File: src/sv/rti_pkg.sv
// Shared types, constants and the step table of the ray-triangle intersection block.
package rti_pkg;

	localparam int COORD_BITS_DEF = 16;
	localparam int EPS_BITS       = 41;
	localparam logic [EPS_BITS-1:0] EPS_RESET = 41'd1678;
	localparam int FRAC_BITS      = 32;

	// Configuration register indexes.
	localparam logic CFG_TWO_SIDED   = 1'b0;
	localparam logic CFG_DET_EPSILON = 1'b1;

	// Number of multiply-accumulate steps in one test, and the last step.
	localparam int STEP_COUNT = 24;
	localparam logic [4:0] STEP_LAST = 5'(STEP_COUNT - 1);

	// Vectors that feed the narrow operand of the multiplier.
	localparam logic [1:0] VA_D  = 2'd0;
	localparam logic [1:0] VA_E1 = 2'd1;
	localparam logic [1:0] VA_E2 = 2'd2;
	localparam logic [1:0] VA_T  = 2'd3;

	// Vectors that feed the wide operand of the multiplier.
	localparam logic [1:0] VB_E1 = 2'd0;
	localparam logic [1:0] VB_E2 = 2'd1;
	localparam logic [1:0] VB_P  = 2'd2;
	localparam logic [1:0] VB_Q  = 2'd3;

	// Where the accumulator lands at the end of a step.
	localparam logic [2:0] DST_NONE = 3'd0;
	localparam logic [2:0] DST_P    = 3'd1;
	localparam logic [2:0] DST_Q    = 3'd2;
	localparam logic [2:0] DST_DET  = 3'd3;
	localparam logic [2:0] DST_U    = 3'd4;
	localparam logic [2:0] DST_V    = 3'd5;
	localparam logic [2:0] DST_T    = 3'd6;

	typedef struct packed {
		logic first;
		logic sub;
	} mac_ctl_t;

	typedef struct packed {
		logic [1:0] a_vec;
		logic [1:0] a_comp;
		logic [1:0] b_vec;
		logic [1:0] b_comp;
		mac_ctl_t   ctl;
		logic [2:0] dst;
		logic [1:0] dst_comp;
	} step_t;

	function automatic step_t mk(input logic [1:0] av, input logic [1:0] ac,
			input logic [1:0] bv, input logic [1:0] bc, input logic first,
			input logic sub, input logic [2:0] dst, input logic [1:0] dc);
		step_t s;
		s.a_vec    = av;
		s.a_comp   = ac;
		s.b_vec    = bv;
		s.b_comp   = bc;
		s.ctl.first = first;
		s.ctl.sub  = sub;
		s.dst      = dst;
		s.dst_comp = dc;
		return s;
	endfunction

	// p = dir x e2, det = e1.p, q = t x e1, U = t.p, V = dir.q, T = e2.q
	function automatic step_t step_decode(input logic [4:0] step);
		step_t s;
		case (step)
			5'd0:  s = mk(VA_D,  2'd1, VB_E2, 2'd2, 1'b1, 1'b0, DST_NONE, 2'd0);
			5'd1:  s = mk(VA_D,  2'd2, VB_E2, 2'd1, 1'b0, 1'b1, DST_P,    2'd0);
			5'd2:  s = mk(VA_D,  2'd2, VB_E2, 2'd0, 1'b1, 1'b0, DST_NONE, 2'd0);
			5'd3:  s = mk(VA_D,  2'd0, VB_E2, 2'd2, 1'b0, 1'b1, DST_P,    2'd1);
			5'd4:  s = mk(VA_D,  2'd0, VB_E2, 2'd1, 1'b1, 1'b0, DST_NONE, 2'd0);
			5'd5:  s = mk(VA_D,  2'd1, VB_E2, 2'd0, 1'b0, 1'b1, DST_P,    2'd2);
			5'd6:  s = mk(VA_E1, 2'd0, VB_P,  2'd0, 1'b1, 1'b0, DST_NONE, 2'd0);
			5'd7:  s = mk(VA_E1, 2'd1, VB_P,  2'd1, 1'b0, 1'b0, DST_NONE, 2'd0);
			5'd8:  s = mk(VA_E1, 2'd2, VB_P,  2'd2, 1'b0, 1'b0, DST_DET,  2'd0);
			5'd9:  s = mk(VA_T,  2'd1, VB_E1, 2'd2, 1'b1, 1'b0, DST_NONE, 2'd0);
			5'd10: s = mk(VA_T,  2'd2, VB_E1, 2'd1, 1'b0, 1'b1, DST_Q,    2'd0);
			5'd11: s = mk(VA_T,  2'd2, VB_E1, 2'd0, 1'b1, 1'b0, DST_NONE, 2'd0);
			5'd12: s = mk(VA_T,  2'd0, VB_E1, 2'd2, 1'b0, 1'b1, DST_Q,    2'd1);
			5'd13: s = mk(VA_T,  2'd0, VB_E1, 2'd1, 1'b1, 1'b0, DST_NONE, 2'd0);
			5'd14: s = mk(VA_T,  2'd1, VB_E1, 2'd0, 1'b0, 1'b1, DST_Q,    2'd2);
			5'd15: s = mk(VA_T,  2'd0, VB_P,  2'd0, 1'b1, 1'b0, DST_NONE, 2'd0);
			5'd16: s = mk(VA_T,  2'd1, VB_P,  2'd1, 1'b0, 1'b0, DST_NONE, 2'd0);
			5'd17: s = mk(VA_T,  2'd2, VB_P,  2'd2, 1'b0, 1'b0, DST_U,    2'd0);
			5'd18: s = mk(VA_D,  2'd0, VB_Q,  2'd0, 1'b1, 1'b0, DST_NONE, 2'd0);
			5'd19: s = mk(VA_D,  2'd1, VB_Q,  2'd1, 1'b0, 1'b0, DST_NONE, 2'd0);
			5'd20: s = mk(VA_D,  2'd2, VB_Q,  2'd2, 1'b0, 1'b0, DST_V,    2'd0);
			5'd21: s = mk(VA_E2, 2'd0, VB_Q,  2'd0, 1'b1, 1'b0, DST_NONE, 2'd0);
			5'd22: s = mk(VA_E2, 2'd1, VB_Q,  2'd1, 1'b0, 1'b0, DST_NONE, 2'd0);
			5'd23: s = mk(VA_E2, 2'd2, VB_Q,  2'd2, 1'b0, 1'b0, DST_T,    2'd0);
			default: s = mk(VA_D, 2'd0, VB_E1, 2'd0, 1'b1, 1'b0, DST_NONE, 2'd0);
		endcase
		return s;
	endfunction

endpackage

File: src/sv/rti_mac.sv
// Shared multiply-accumulate unit used for every cross and dot product.
module rti_mac #(
	parameter int DW = 17,
	parameter int XW = 35,
	parameter int AW = 54
) (
	input  logic                 clk,
	input  logic                 en,
	input  rti_pkg::mac_ctl_t    ctl,
	input  logic signed [DW-1:0] a,
	input  logic signed [XW-1:0] b,
	output logic signed [AW-1:0] acc_next
);

	logic signed [DW+XW-1:0] prod;
	logic signed [AW-1:0]    base;
	logic signed [AW-1:0]    acc_q;

	assign prod = a * b;
	assign base = ctl.first ? '0 : acc_q;
	assign acc_next = ctl.sub ? base - AW'(prod) : base + AW'(prod);

	always_ff @(posedge clk) begin
		if (en) begin
			acc_q <= acc_next;
		end
	end

endmodule

File: src/sv/rti_div.sv
// Radix-2 restoring divider that forms the saturated Q16.16 ray fraction.
module rti_div #(
	parameter int AW = 54
) (
	input  logic          clk,
	input  logic          arst_n,
	input  logic          start,
	input  logic          neg,
	input  logic [AW-1:0] mag,
	input  logic [AW-1:0] den,
	output logic          done,
	output logic [rti_pkg::FRAC_BITS-1:0] frac
);

	localparam int FB = rti_pkg::FRAC_BITS;

	logic          busy_q;
	logic          done_q;
	logic [4:0]    cnt_q;
	logic [AW-1:0] rem_q;
	logic [AW-1:0] den_q;
	logic [FB-1:0] bits_q;
	logic          sat_q;
	logic          neg_q;
	logic [AW-1:0] trial;
	logic          ge;
	logic          sat_start;
	logic [FB:0]   res;
	logic [FB:0]   lim;

	assign trial = {rem_q[AW-2:0], bits_q[FB-1]};
	assign ge = trial >= den_q;
	// The quotient would reach 2^16 in integer part: the result saturates.
	assign sat_start = {16'b0, mag} >= {den, 16'b0};

	always_ff @(posedge clk or negedge arst_n) begin
		if (!arst_n) begin
			busy_q <= 1'b0;
			done_q <= 1'b0;
			cnt_q  <= '0;
		end else begin
			done_q <= 1'b0;
			if (start) begin
				busy_q <= 1'b1;
				cnt_q  <= 5'(FB - 1);
			end else if (busy_q) begin
				cnt_q <= cnt_q - 5'd1;
				if (cnt_q == '0) begin
					busy_q <= 1'b0;
					done_q <= 1'b1;
				end
			end
		end
	end

	always_ff @(posedge clk) begin
		if (start) begin
			rem_q  <= mag >> 16;
			bits_q <= {mag[15:0], 16'b0};
			den_q  <= den;
			sat_q  <= sat_start;
			neg_q  <= neg;
		end else if (busy_q) begin
			rem_q  <= ge ? trial - den_q : trial;
			bits_q <= {bits_q[FB-2:0], ge};
		end
	end

	always_comb begin
		res = sat_q ? {1'b1, {FB{1'b0}}} : {1'b0, bits_q};
		if (neg_q) begin
			lim = (res > {2'b01, {(FB-1){1'b0}}}) ? {2'b01, {(FB-1){1'b0}}} : res;
		end else begin
			lim = (res > {2'b00, {(FB-1){1'b1}}}) ? {2'b00, {(FB-1){1'b1}}} : res;
		end
	end

	assign done = done_q;
	assign frac = neg_q ? FB'(-lim) : lim[FB-1:0];

endmodule

File: src/sv/ray_triangle_intersection.sv
// Top level of the fixed-point Moller-Trumbore ray-triangle intersection block.
//
// Usage: each input transaction on the s_ channel writes one vector into a
// five-entry store: slots 0 to 2 are the triangle corners, 3 the ray origin and
// 4 the ray direction. A transaction with s_tlast high stores its vector and
// then runs the intersection test; it yields exactly one output transaction on
// the m_ channel carrying the hit flag in m_tuser and the Q16.16 ray fraction in
// m_tdata. Non-final transactions produce no output and keep s_tready high.
// A final transaction first runs the 24 steps of the single shared
// multiply-accumulate unit (one product per cycle for both cross products and
// the four dot products), then the determinant and barycentric checks, then
// on a hit the bit-serial divider (32 quotient bits, then the hand-over of the
// fraction), and last the load of the output register.
// s_tready is low from the acceptance until that load.
// The result sits in an output register; a stalled receiver holds the block
// only once a second result is ready to be written. Reset clears the control
// state and sets the registers to one-sided mode with an epsilon of 1678; the
// vector store is not cleared and every slot must be written before a test
// reads it. The user must make configuration writes through cfg_we at a clock
// edge while idle; the block itself does not enforce this.
module ray_triangle_intersection #(
	parameter int COORD_BITS = rti_pkg::COORD_BITS_DEF,
	localparam int TDATA_W = ((3 * COORD_BITS + 7) / 8) * 8
) (
	input  logic                clk,
	input  logic                arst_n,
	input  logic                s_tvalid,
	output logic                s_tready,
	input  logic [TDATA_W-1:0]  s_tdata,  // coord_x, coord_y, coord_z
	input  logic [7:0]          s_tuser,  // vector_slot
	input  logic                s_tlast,  // final_vector
	output logic                m_tvalid,
	input  logic                m_tready,
	output logic [31:0]         m_tdata,  // ray_fraction
	output logic [7:0]          m_tuser,  // hit
	input  logic                cfg_we,
	input  logic                cfg_index,
	input  logic [rti_pkg::EPS_BITS-1:0] cfg_data
);

	localparam int CB = COORD_BITS;
	localparam int DW = CB + 1;          // edge and offset components
	localparam int XW = 2 * CB + 3;      // cross product components
	localparam int AW = DW + XW + 2;     // dot products
	localparam int CW = AW + rti_pkg::EPS_BITS + 1;
	localparam int FB = rti_pkg::FRAC_BITS;

	localparam logic [2:0] ST_IDLE   = 3'd0;
	localparam logic [2:0] ST_MAC    = 3'd1;
	localparam logic [2:0] ST_CHECK  = 3'd2;
	localparam logic [2:0] ST_DIV    = 3'd3;
	localparam logic [2:0] ST_RESULT = 3'd4;

	logic [2:0] state_q;
	logic [4:0] step_q;
	logic       two_sided_q;
	logic [rti_pkg::EPS_BITS-1:0] eps_q;

	// Vector store, written at the slot address and read at fixed entries.
	logic signed [CB-1:0] store_q [5][3];
	logic signed [DW-1:0] dir  [3];
	logic signed [DW-1:0] e1   [3];
	logic signed [DW-1:0] e2   [3];
	logic signed [DW-1:0] tv   [3];
	logic signed [XW-1:0] p_q  [3];
	logic signed [XW-1:0] q_q  [3];
	logic signed [AW-1:0] det_q, u_q, v_q, t_q;

	rti_pkg::step_t       step;
	logic signed [DW-1:0] op_a;
	logic signed [XW-1:0] op_b;
	logic signed [AW-1:0] acc_next;
	logic                 mac_en;

	logic s_fire;
	logic signed [CW-1:0] det_w, eps_w;
	logic det_miss;
	logic det_neg;
	logic signed [AW-1:0] det_n, u_n, v_n, t_n;
	logic signed [AW:0]   uv_sum;
	logic bary_miss;
	logic div_start, div_done;
	logic [AW-1:0] div_mag;
	logic [FB-1:0] div_frac;

	logic          m_tvalid_q;
	logic          hit_q;
	logic [FB-1:0] frac_q;
	logic          res_hit;
	logic [FB-1:0] res_frac;
	logic          res_load;

	assign s_tready = (state_q == ST_IDLE);
	assign s_fire = s_tvalid && s_tready;

	always_ff @(posedge clk) begin
		if (s_fire && s_tuser[2:0] < 3'd5) begin
			for (int c = 0; c < 3; c++) begin
				store_q[s_tuser[2:0]][c] <= s_tdata[c*CB +: CB];
			end
		end
	end

	always_comb begin
		for (int c = 0; c < 3; c++) begin
			dir[c] = DW'(store_q[4][c]);
			e1[c]  = DW'(store_q[1][c]) - DW'(store_q[0][c]);
			e2[c]  = DW'(store_q[2][c]) - DW'(store_q[0][c]);
			tv[c]  = DW'(store_q[3][c]) - DW'(store_q[0][c]);
		end
	end

	// Operand selection for the shared multiply-accumulate unit.
	assign step = rti_pkg::step_decode(step_q);

	always_comb begin
		case (step.a_vec)
			rti_pkg::VA_D:  op_a = dir[step.a_comp];
			rti_pkg::VA_E1: op_a = e1[step.a_comp];
			rti_pkg::VA_E2: op_a = e2[step.a_comp];
			rti_pkg::VA_T:  op_a = tv[step.a_comp];
			default:        op_a = '0;
		endcase
		case (step.b_vec)
			rti_pkg::VB_E1: op_b = XW'(e1[step.b_comp]);
			rti_pkg::VB_E2: op_b = XW'(e2[step.b_comp]);
			rti_pkg::VB_P:  op_b = p_q[step.b_comp];
			rti_pkg::VB_Q:  op_b = q_q[step.b_comp];
			default:        op_b = '0;
		endcase
	end

	assign mac_en = (state_q == ST_MAC);

	rti_mac #(.DW(DW), .XW(XW), .AW(AW)) u_mac (
		.clk      (clk),
		.en       (mac_en),
		.ctl      (step.ctl),
		.a        (op_a),
		.b        (op_b),
		.acc_next (acc_next)
	);

	// Results of the finished steps land in their own registers.
	always_ff @(posedge clk) begin
		if (mac_en) begin
			case (step.dst)
				rti_pkg::DST_P:   p_q[step.dst_comp] <= XW'(acc_next);
				rti_pkg::DST_Q:   q_q[step.dst_comp] <= XW'(acc_next);
				rti_pkg::DST_DET: det_q <= acc_next;
				rti_pkg::DST_U:   u_q <= acc_next;
				rti_pkg::DST_V:   v_q <= acc_next;
				rti_pkg::DST_T:   t_q <= acc_next;
				default: ;
			endcase
		end
	end

	// Determinant test: a zero determinant always misses. Two-sided mode
	// rejects small magnitudes, one-sided mode anything below epsilon.
	assign det_w = CW'(det_q);
	assign eps_w = CW'({1'b0, eps_q});
	always_comb begin
		if (det_q == '0) begin
			det_miss = 1'b1;
		end else if (two_sided_q) begin
			det_miss = (det_w > -eps_w) && (det_w < eps_w);
		end else begin
			det_miss = det_w < eps_w;
		end
	end

	// With a negative determinant all terms flip sign, so the barycentric
	// bounds can be checked against det without any division.
	assign det_neg = det_q[AW-1];
	assign det_n = det_neg ? -det_q : det_q;
	assign u_n   = det_neg ? -u_q : u_q;
	assign v_n   = det_neg ? -v_q : v_q;
	assign t_n   = det_neg ? -t_q : t_q;
	assign uv_sum = (AW+1)'(u_n) + (AW+1)'(v_n);
	assign bary_miss = u_n[AW-1] || (u_n > det_n) || v_n[AW-1]
		|| (uv_sum > (AW+1)'(det_n));

	assign div_start = (state_q == ST_CHECK) && !det_miss && !bary_miss;
	assign div_mag = t_n[AW-1] ? AW'(-t_n) : AW'(t_n);

	rti_div #(.AW(AW)) u_div (
		.clk    (clk),
		.arst_n (arst_n),
		.start  (div_start),
		.neg    (t_n[AW-1]),
		.mag    (div_mag),
		.den    (AW'(det_n)),
		.done   (div_done),
		.frac   (div_frac)
	);

	// Sequencer and configuration registers.
	always_ff @(posedge clk or negedge arst_n) begin
		if (!arst_n) begin
			state_q     <= ST_IDLE;
			step_q      <= '0;
			two_sided_q <= 1'b0;
			eps_q       <= rti_pkg::EPS_RESET;
			res_hit     <= 1'b0;
			res_frac    <= '0;
		end else begin
			if (cfg_we) begin
				case (cfg_index)
					rti_pkg::CFG_TWO_SIDED:   two_sided_q <= cfg_data[0];
					rti_pkg::CFG_DET_EPSILON: eps_q <= cfg_data;
					default: ;
				endcase
			end
			case (state_q)
				ST_IDLE: begin
					if (s_fire && s_tlast) begin
						step_q  <= '0;
						state_q <= ST_MAC;
					end
				end
				ST_MAC: begin
					step_q <= step_q + 5'd1;
					if (step_q == rti_pkg::STEP_LAST) begin
						state_q <= ST_CHECK;
					end
				end
				ST_CHECK: begin
					if (div_start) begin
						state_q <= ST_DIV;
					end else begin
						res_hit  <= 1'b0;
						res_frac <= '0;
						state_q  <= ST_RESULT;
					end
				end
				ST_DIV: begin
					if (div_done) begin
						res_hit  <= 1'b1;
						res_frac <= div_frac;
						state_q  <= ST_RESULT;
					end
				end
				ST_RESULT: begin
					if (res_load) begin
						state_q <= ST_IDLE;
					end
				end
				default: state_q <= ST_IDLE;
			endcase
		end
	end

	// Output register: a new result is written once the previous one is taken.
	assign res_load = (state_q == ST_RESULT) && (!m_tvalid_q || m_tready);

	always_ff @(posedge clk or negedge arst_n) begin
		if (!arst_n) begin
			m_tvalid_q <= 1'b0;
		end else if (res_load) begin
			m_tvalid_q <= 1'b1;
		end else if (m_tready) begin
			m_tvalid_q <= 1'b0;
		end
	end

	always_ff @(posedge clk) begin
		if (res_load) begin
			hit_q  <= res_hit;
			frac_q <= res_frac;
		end
	end

	assign m_tvalid = m_tvalid_q;
	assign m_tdata  = frac_q;
	assign m_tuser  = {7'b0, hit_q};

endmodule

File: config.mk
export PLATFORM = sky130hd
export DESIGN_NAME = ray_triangle_intersection
export DESIGN_NICKNAME = d
export VERILOG_FILES = /design/src/sv/rti_pkg.sv /design/src/sv/rti_mac.sv /design/src/sv/rti_div.sv /design/src/sv/ray_triangle_intersection.sv
export SDC_FILE = /design/constraint.sdc
export NUM_CORES = 2
export LEC_CHECK = 0
export BUFFER_PORTS_ARGS = -buffer_cell sky130_fd_sc_hd__buf_4
export CAP_MARGIN = 20
export CORE_UTILIZATION = 55
export DETAILED_ROUTE_END_ITERATION = 10
export PLACE_DENSITY_LB_ADDON = 0.08
export SKIP_LAST_GASP = 1
export SLEW_MARGIN = 0
export SYNTH_ARGS = -nofsm -noshare
export SYNTH_HDL_FRONTEND = slang
export SYNTH_SLANG_ARGS = --single-unit
File: constraint.sdc
create_clock -name clk -period 20.5 [get_ports clk]
set_clock_uncertainty 0.05 [all_clocks]
set_input_delay 1.025 -clock clk [delete_from_list [all_inputs] [get_ports clk]]
set_output_delay 1.025 -clock clk [all_outputs]
set_load 0.02 [all_outputs]
## Yosys cells after proc, flatten, opt, wreduce, memory -nomap -nowiden

Memory sizes are Yosys's and may differ from the RTL's.
Cells that the tools add are included.
W data, S select, Z words.

- Input bits: 104
- Logic and storage cells: 190
- Bits in writable memories: 450
- Bits in registers: 535
- ROM bits: 480
- Memories kept: 4

- Mux-type cells: 71
- Reductions and logical operators: 32
- Order comparisons: 11
- Multiply operators: 1
- $add $sub $neg: 22
- Bitwise operators: 3
- Eq/ne operators: 22

Memory list:

| memory | depth | bits a word | read ports | clocked after memory_dff | wr ports | RTL line | text |
|---|---|---|---|---|---|---|---|
| (name not given) | 32 | 15 | 1 | 0 | 0 | rti_pkg.sv:71 | `case (step)` |
| store_q | 5 | 48 | 5 | 0 | 1 | ray_triangle_intersection.sv:60 | `logic signed [CB-1:0] store_q [5][3];` |
| p_q | 3 | 35 | 1 | 0 | 1 | ray_triangle_intersection.sv:65 | `logic signed [XW-1:0] p_q [3];` |
| q_q | 3 | 35 | 1 | 0 | 1 | ray_triangle_intersection.sv:66 | `logic signed [XW-1:0] q_q [3];` |

Operators with widths:

| operator | number |
|---|---|
| $mux W54 | 7 |
| $neg A54 Y54 | 5 |
| $mux W32 | 8 |
| $bmux W17 S2 | 6 |
| $mux W17 | 12 |
| $sub A16 B16 Y17 | 9 |
| $pmux W35 S4 | 1 |
| $gt A54 B96 Y1 | 1 |
| $neg A41 Y96 | 1 |
| $mux W38 | 2 |
| $ge A54 B70 Y1 | 1 |
| $pmux W17 S4 | 1 |
| $pmux W32 S2 | 1 |
| $add A54 B54 Y55 | 1 |
| $gt A55 B54 Y1 | 1 |
| $add A54 B52 Y54 | 1 |
| $ge A54 B54 Y1 | 1 |
| $gt A54 B54 Y1 | 1 |
| $logic_not A54 Y1 | 1 |
| $lt A54 B42 Y1 | 1 |
| $sub A54 B52 Y54 | 1 |
| $mux W53 | 1 |
| $sub A53 B53 Y53 | 1 |
| $mul A17 B35 Y52 | 1 |
| other kinds (34) | 96 |

## Depth between registers and ports, before layout

- Depth after elaboration: 10
- Gate-level depth with buffers: 56
- Gate-level depth less buffers: 53

## Cells and area by module

From an unflattened synthesis, not the netlist that was laid out.

- Cell total of the unflattened synthesis: 9503
- Area, all modules: 89951.3 sq um

Modules (own cells, without submodules):

| module | times used | cells each | sequential area each (sq um) | area an instance (sq um) |
|---|---|---|---|---|
| ray_triangle_intersection | 1 | 4944 | 23099.7 | 50823.7 |
| rti_mac | 1 | 3164 | 1621.6 | 27302.4 |
| rti_div | 1 | 1395 | 4098.9 | 11825.1 |

## Least setup slack after synthesis

Ideal clock, no wire load.

- Path kind: register to register
- Start point: reg step_q[0]
- End point: reg det_q[53] (data pin)
- Setup time: 0.281 ns
- Arrival: 12.440 ns
- Slack: 7.729 ns
- Buffers on the path: 7
- Clock period less this slack: 12.771 ns
- Stages on the path, launching flop included: 54
- Cells stage by stage: dfrtp_1 > inv_1 > ha_1 > or2_2 > a21o_1 > a221oi_1 > clkbuf_1 > clkbuf_1 > buf_1 > clkbuf_1 > nand2_1 > a21oi_1 > a21oi_1 > o32ai_1 > clkbuf_1 > nand2_1 > fa_1 > inv_1 > [18 not listed] > and3_1 > nand4_1 > or2_2 > clkbuf_1 > o21ai_0 > xnor2_1 > ha_1 > nand4_1 > nor2_1 > nand3_1 > inv_1 > a22o_1 > nor2_1 > or3_1 > o211ai_1 > o41a_1 > a31oi_1 > xnor3_1

- Cells in the longest elaborated chain, start to end: 9
- Elaborated cells on any way between the ends: 38
- Those cells by class: 2 x add/sub; 1 x mul; 6 x eq/ne; 22 x mux; 2 x bitwise; 2 x reduce/logical; 3 x memory

Ends and longest elaborated chain:

| item | RTL line | text |
|---|---|---|
| from (decl) | ray_triangle_intersection.sv:55 | `logic [4:0] step_q;` |
| from (signal assigned) | ray_triangle_intersection.sv:223 | `step_q <= step_q + 5'd1;` |
| $mem_v2 Z32 W15 * | - |  |
| $not A2 Y3 (on tied branches) | - |  |
| $bmux W17 S2, or another cell as far along | ray_triangle_intersection.sv:121 | `rti_pkg::VA_T: op_a = tv[step.a_comp];` |
| $mux W17 (not written as such), or another cell as far along (2 in series) | ray_triangle_intersection.sv:121 |  |
| $pmux W17 S4 / $pmux W35 S4 (equally long branches) | ray_triangle_intersection.sv:117, ray_triangle_intersection.sv:124 |  |
| $mul A17 B35 Y52 | rti_mac.sv:19 | `assign prod = a * b;` |
| $add A54 B52 Y54 / $sub A54 B52 Y54 (equally long branches) | rti_mac.sv:21 | `assign acc_next = ctl.sub ? base - AW'(prod) : base + AW'(prod);` |
| $mux W54 * | rti_mac.sv:21 |  |
| via acc_next[53] | ray_triangle_intersection.sv:72 | `logic signed [AW-1:0] acc_next;` |
| to (signal assigned) | ray_triangle_intersection.sv:150 | `rti_pkg::DST_DET: det_q <= acc_next;` |
| to (decl) | ray_triangle_intersection.sv:67 | `logic signed [AW-1:0] det_q, u_q, v_q, t_q;` |

The timed path passes the listed nets; every way through them passes the cells marked *. The select of a mux whose other input is x is not followed.
A chain may end at the register's enable or synchronous reset.

==> results.json <==
{
  "post_drt_via_cell_ratio": 6.17,
  "crit_path_frequent_cell": "fa_1",
  "hold_slack_ns": 0.198,
  "cts_root_buf": "clkbuf_16",
  "worstReg2RegEnd": "u_q[50]",
  "grt_max_degree": 89,
  "dieArea_sq_um": 160000,
  "ant_nets": 0,
  "clock.fmax_mhz": 64.0,
  "cts.htree.levels": 3,
  "final_nets": 10500,
  "grt_overflow": 0,
  "cts_tree": "built",
  "final_cell_mix": "nand2_1, inv_1, edfxtp_1",
  "status": "finished clean",
  "clk_latency_ns": 0.75,
  "hold_path_class": "input pin to asynchronous set/reset pin",
  "slew_viol_final": 0,
  "final_core_util": 0.605,
  "clk_pin_slew_ns": 0.07,
  "hold_violations": 0,
  "drt_iter0_markers": 6325,
  "r2r-start": "store_q[0][1]",
  "crit_fanout": 36,
  "maxCapViolCount": 0,
  "drt-total-wl_mm": 267,
  "setup_tns_ns": 0,
  "syn-cell-area_sq_um": 87400,
  "period_share": 0.762,
  "num_rows": 145,
  "crit_path_end_kind": "flip-flop",
  "final_area_sq_um": 94900,
  "r2r_cells": 47,
  "required_ns": 20.86,
  "post_cts_buffers": 0,
  "clockBufferDepth": 3,
  "area_growth_pct": 8.66,
  "avgSynthCellArea_sq_um": 9.67,
  "place_area_sq_um": 91200,
  "min_period_ns": 15.62,
  "final_common_cell": "nand2_1",
  "rsz0062_at_grt": "false",
  "core_sq_um": 157000,
  "tightestPinTransition_ns": 1.16,
  "ys_ff_latch": 985,
  "hpwl_mm": 202,
  "initial_core_util": 0.557,
  "io_pins": 146,
  "gp_congestion": 1.01,
  "setup_violations": 0,
  "grtUsageTotal": 0.331,
  "ys_async_sr_fraction": 0.0924,
  "wire_per_inst_um": 23.7,
  "io_buffer_count": 133,
  "grt_antenna_before_repair": 11,
  "r2r_slack_ns": 4.88,
  "slowest_delay_ns": 0.74,
  "post_cts_resized": 0,
  "drtPass1Iterations": 7,
  "slew_headroom": 0.219,
  "cts.sinks": 985,
  "yosys_warnings": 0,
  "drc": 0,
  "grt_pass1_wl_mm": 410,
  "ctsHoldBuffers": 0,
  "die_h_um": 401,
  "grt_pass1_vias": 69600,
  "cts_inserted_buffers": 107,
  "critPathSlowestCell": "a2111oi_0",
  "worstSetupPathType": "flip-flop to flip-flop",
  "ys_seq_area_frac": 0.330,
  "final.fill_count": 13400,
  "critical_path.startpoint_type": "flip-flop",
  "drive_gt1_frac": 0.0736,
  "arrival_ns": 15.98,
  "die_w_um": 401,
  "synth_edf_count": 863,
  "via_count": 69400,
  "synthCells": 9033,
  "synth_cell_types": 95,
  "synth-main-ff-cell": "edfxtp_1"
}
sequential cells by signal, summed over array words and instances, names as in the netlist, 3 cells and up:
name	count
u_div.rem_q	53
p_q	105
q_q	105
t_q	54
res_frac	32
step_q	5
u_div.cnt_q	5
u_q	54
store_q	240
u_mac.acc_q	54
eps_q	41
m_tdata	32
v_q	54
u_div.bits_q	32
state_q	3
det_q	54
u_div.den_q	54
synth_stat cells (53+ instances only):
library cell,instances,area [sq um]
nor2_1,514,1930
xnor2_1,439,3840
nand4_1,102,638
or3_1,87,544
inv_1,867,3250
nor3_1,169,846
a21oi_1,574,2870
a21o_1,241,1810
and2_1,104,651
nand2b_1,110,688
clkbuf_1,304,1140
o21a_1,64,480
nor2b_1,230,1440
or2_2,55,344
nand2_1,881,3310
o31ai_1,96,721
fa_1,579,11600
edfxtp_1,863,25900
dfrtp_1,85,2130
and3_1,53,332
a211oi_1,59,443
o21ai_0,448,2240
ha_1,713,8920
mux2_2,70,788
xor2_1,206,1800
nand3_1,231,1160
a31oi_1,104,651
kinds of logic (layout without fill, tap and decap cells):
| group | after synthesis | count (layout) | share of synthesized area |
|---|---|---|---|
| buf+inv | 1218 | 1364 | 0.0531 |
| fa+ha+maj | 1292 | 1292 | 0.235 |
| xor+xnor | 646 | 646 | 0.0649 |
| other cells | 1 | 10 | 0.0000429 |
| mux | 121 | 121 | 0.0149 |
| compound gates | 2067 | 2067 | 0.152 |
| simple gates | 2703 | 2703 | 0.151 |
| flops | 985 | 985 | 0.330 |
how the worst max path moves through the flow:
stage                  start              end  slack [ns]  cells past startpoint
5_1_grt        store_q[0][1]  u_mac.acc_q[52]        3.93                     48
2_1_floorplan      step_q[0]        det_q[53]        7.73                     53
6_report       store_q[0][1]          u_q[50]        4.88                     47
3_3_place_gp       step_q[0]          t_q[53]        5.28                     46
3_5_place_dp   store_q[0][1]          t_q[52]        5.18                     48
4_1_cts        store_q[0][1]          u_q[50]        5.14                     47
critical path: cells and delay by family (launching register included):
family / cells / cell delay [ns]
adders and majority gates: 9 / 4.15
and+or+nand+nor: 13 / 3.40
xor gates and xnor gates: 3 / 1.05
AOI/OAI and AO/OA: 17 / 5.42
DFF: 1 / 0.44
buffers and inverters: 5 / 0.72
cell type report:
type	count	area, sq um	share of cell area
multi-input cells	6836	54400	0.573
flip-flops and latches	985	28800	0.304
inverters	872	3270	0.0345
clock buffers	140	2930	0.0308
well taps	2058	2570	0.0271
repair buffers	295	2220	0.0234
clock inverters	57	716	0.00754
diodes	3	7.51	0.0000791
metrics by stage:
stage	setup WS, ns	instances
finish	4.88	11200
global route	3.93	11200
CTS	5.14	11200
detailed placement	5.18	11000
global placement	5.28	11000
floorplan	7.73	9039
routing by layer:
layer / wire length (um) / track usage / vias to the layer above
li1: - / - / 32000
met4: 14300 / 0.154 / 2
met5: 19 / 0 / -
met1: 111000 / 0.439 / 34200
met3: 19000 / 0.0424 / 534
met2: 123000 / 0.539 / 2650
Power is left out: the tool's default activity adds up to more than one toggle a clock period on the data nets, which glitch-free logic cannot reach.
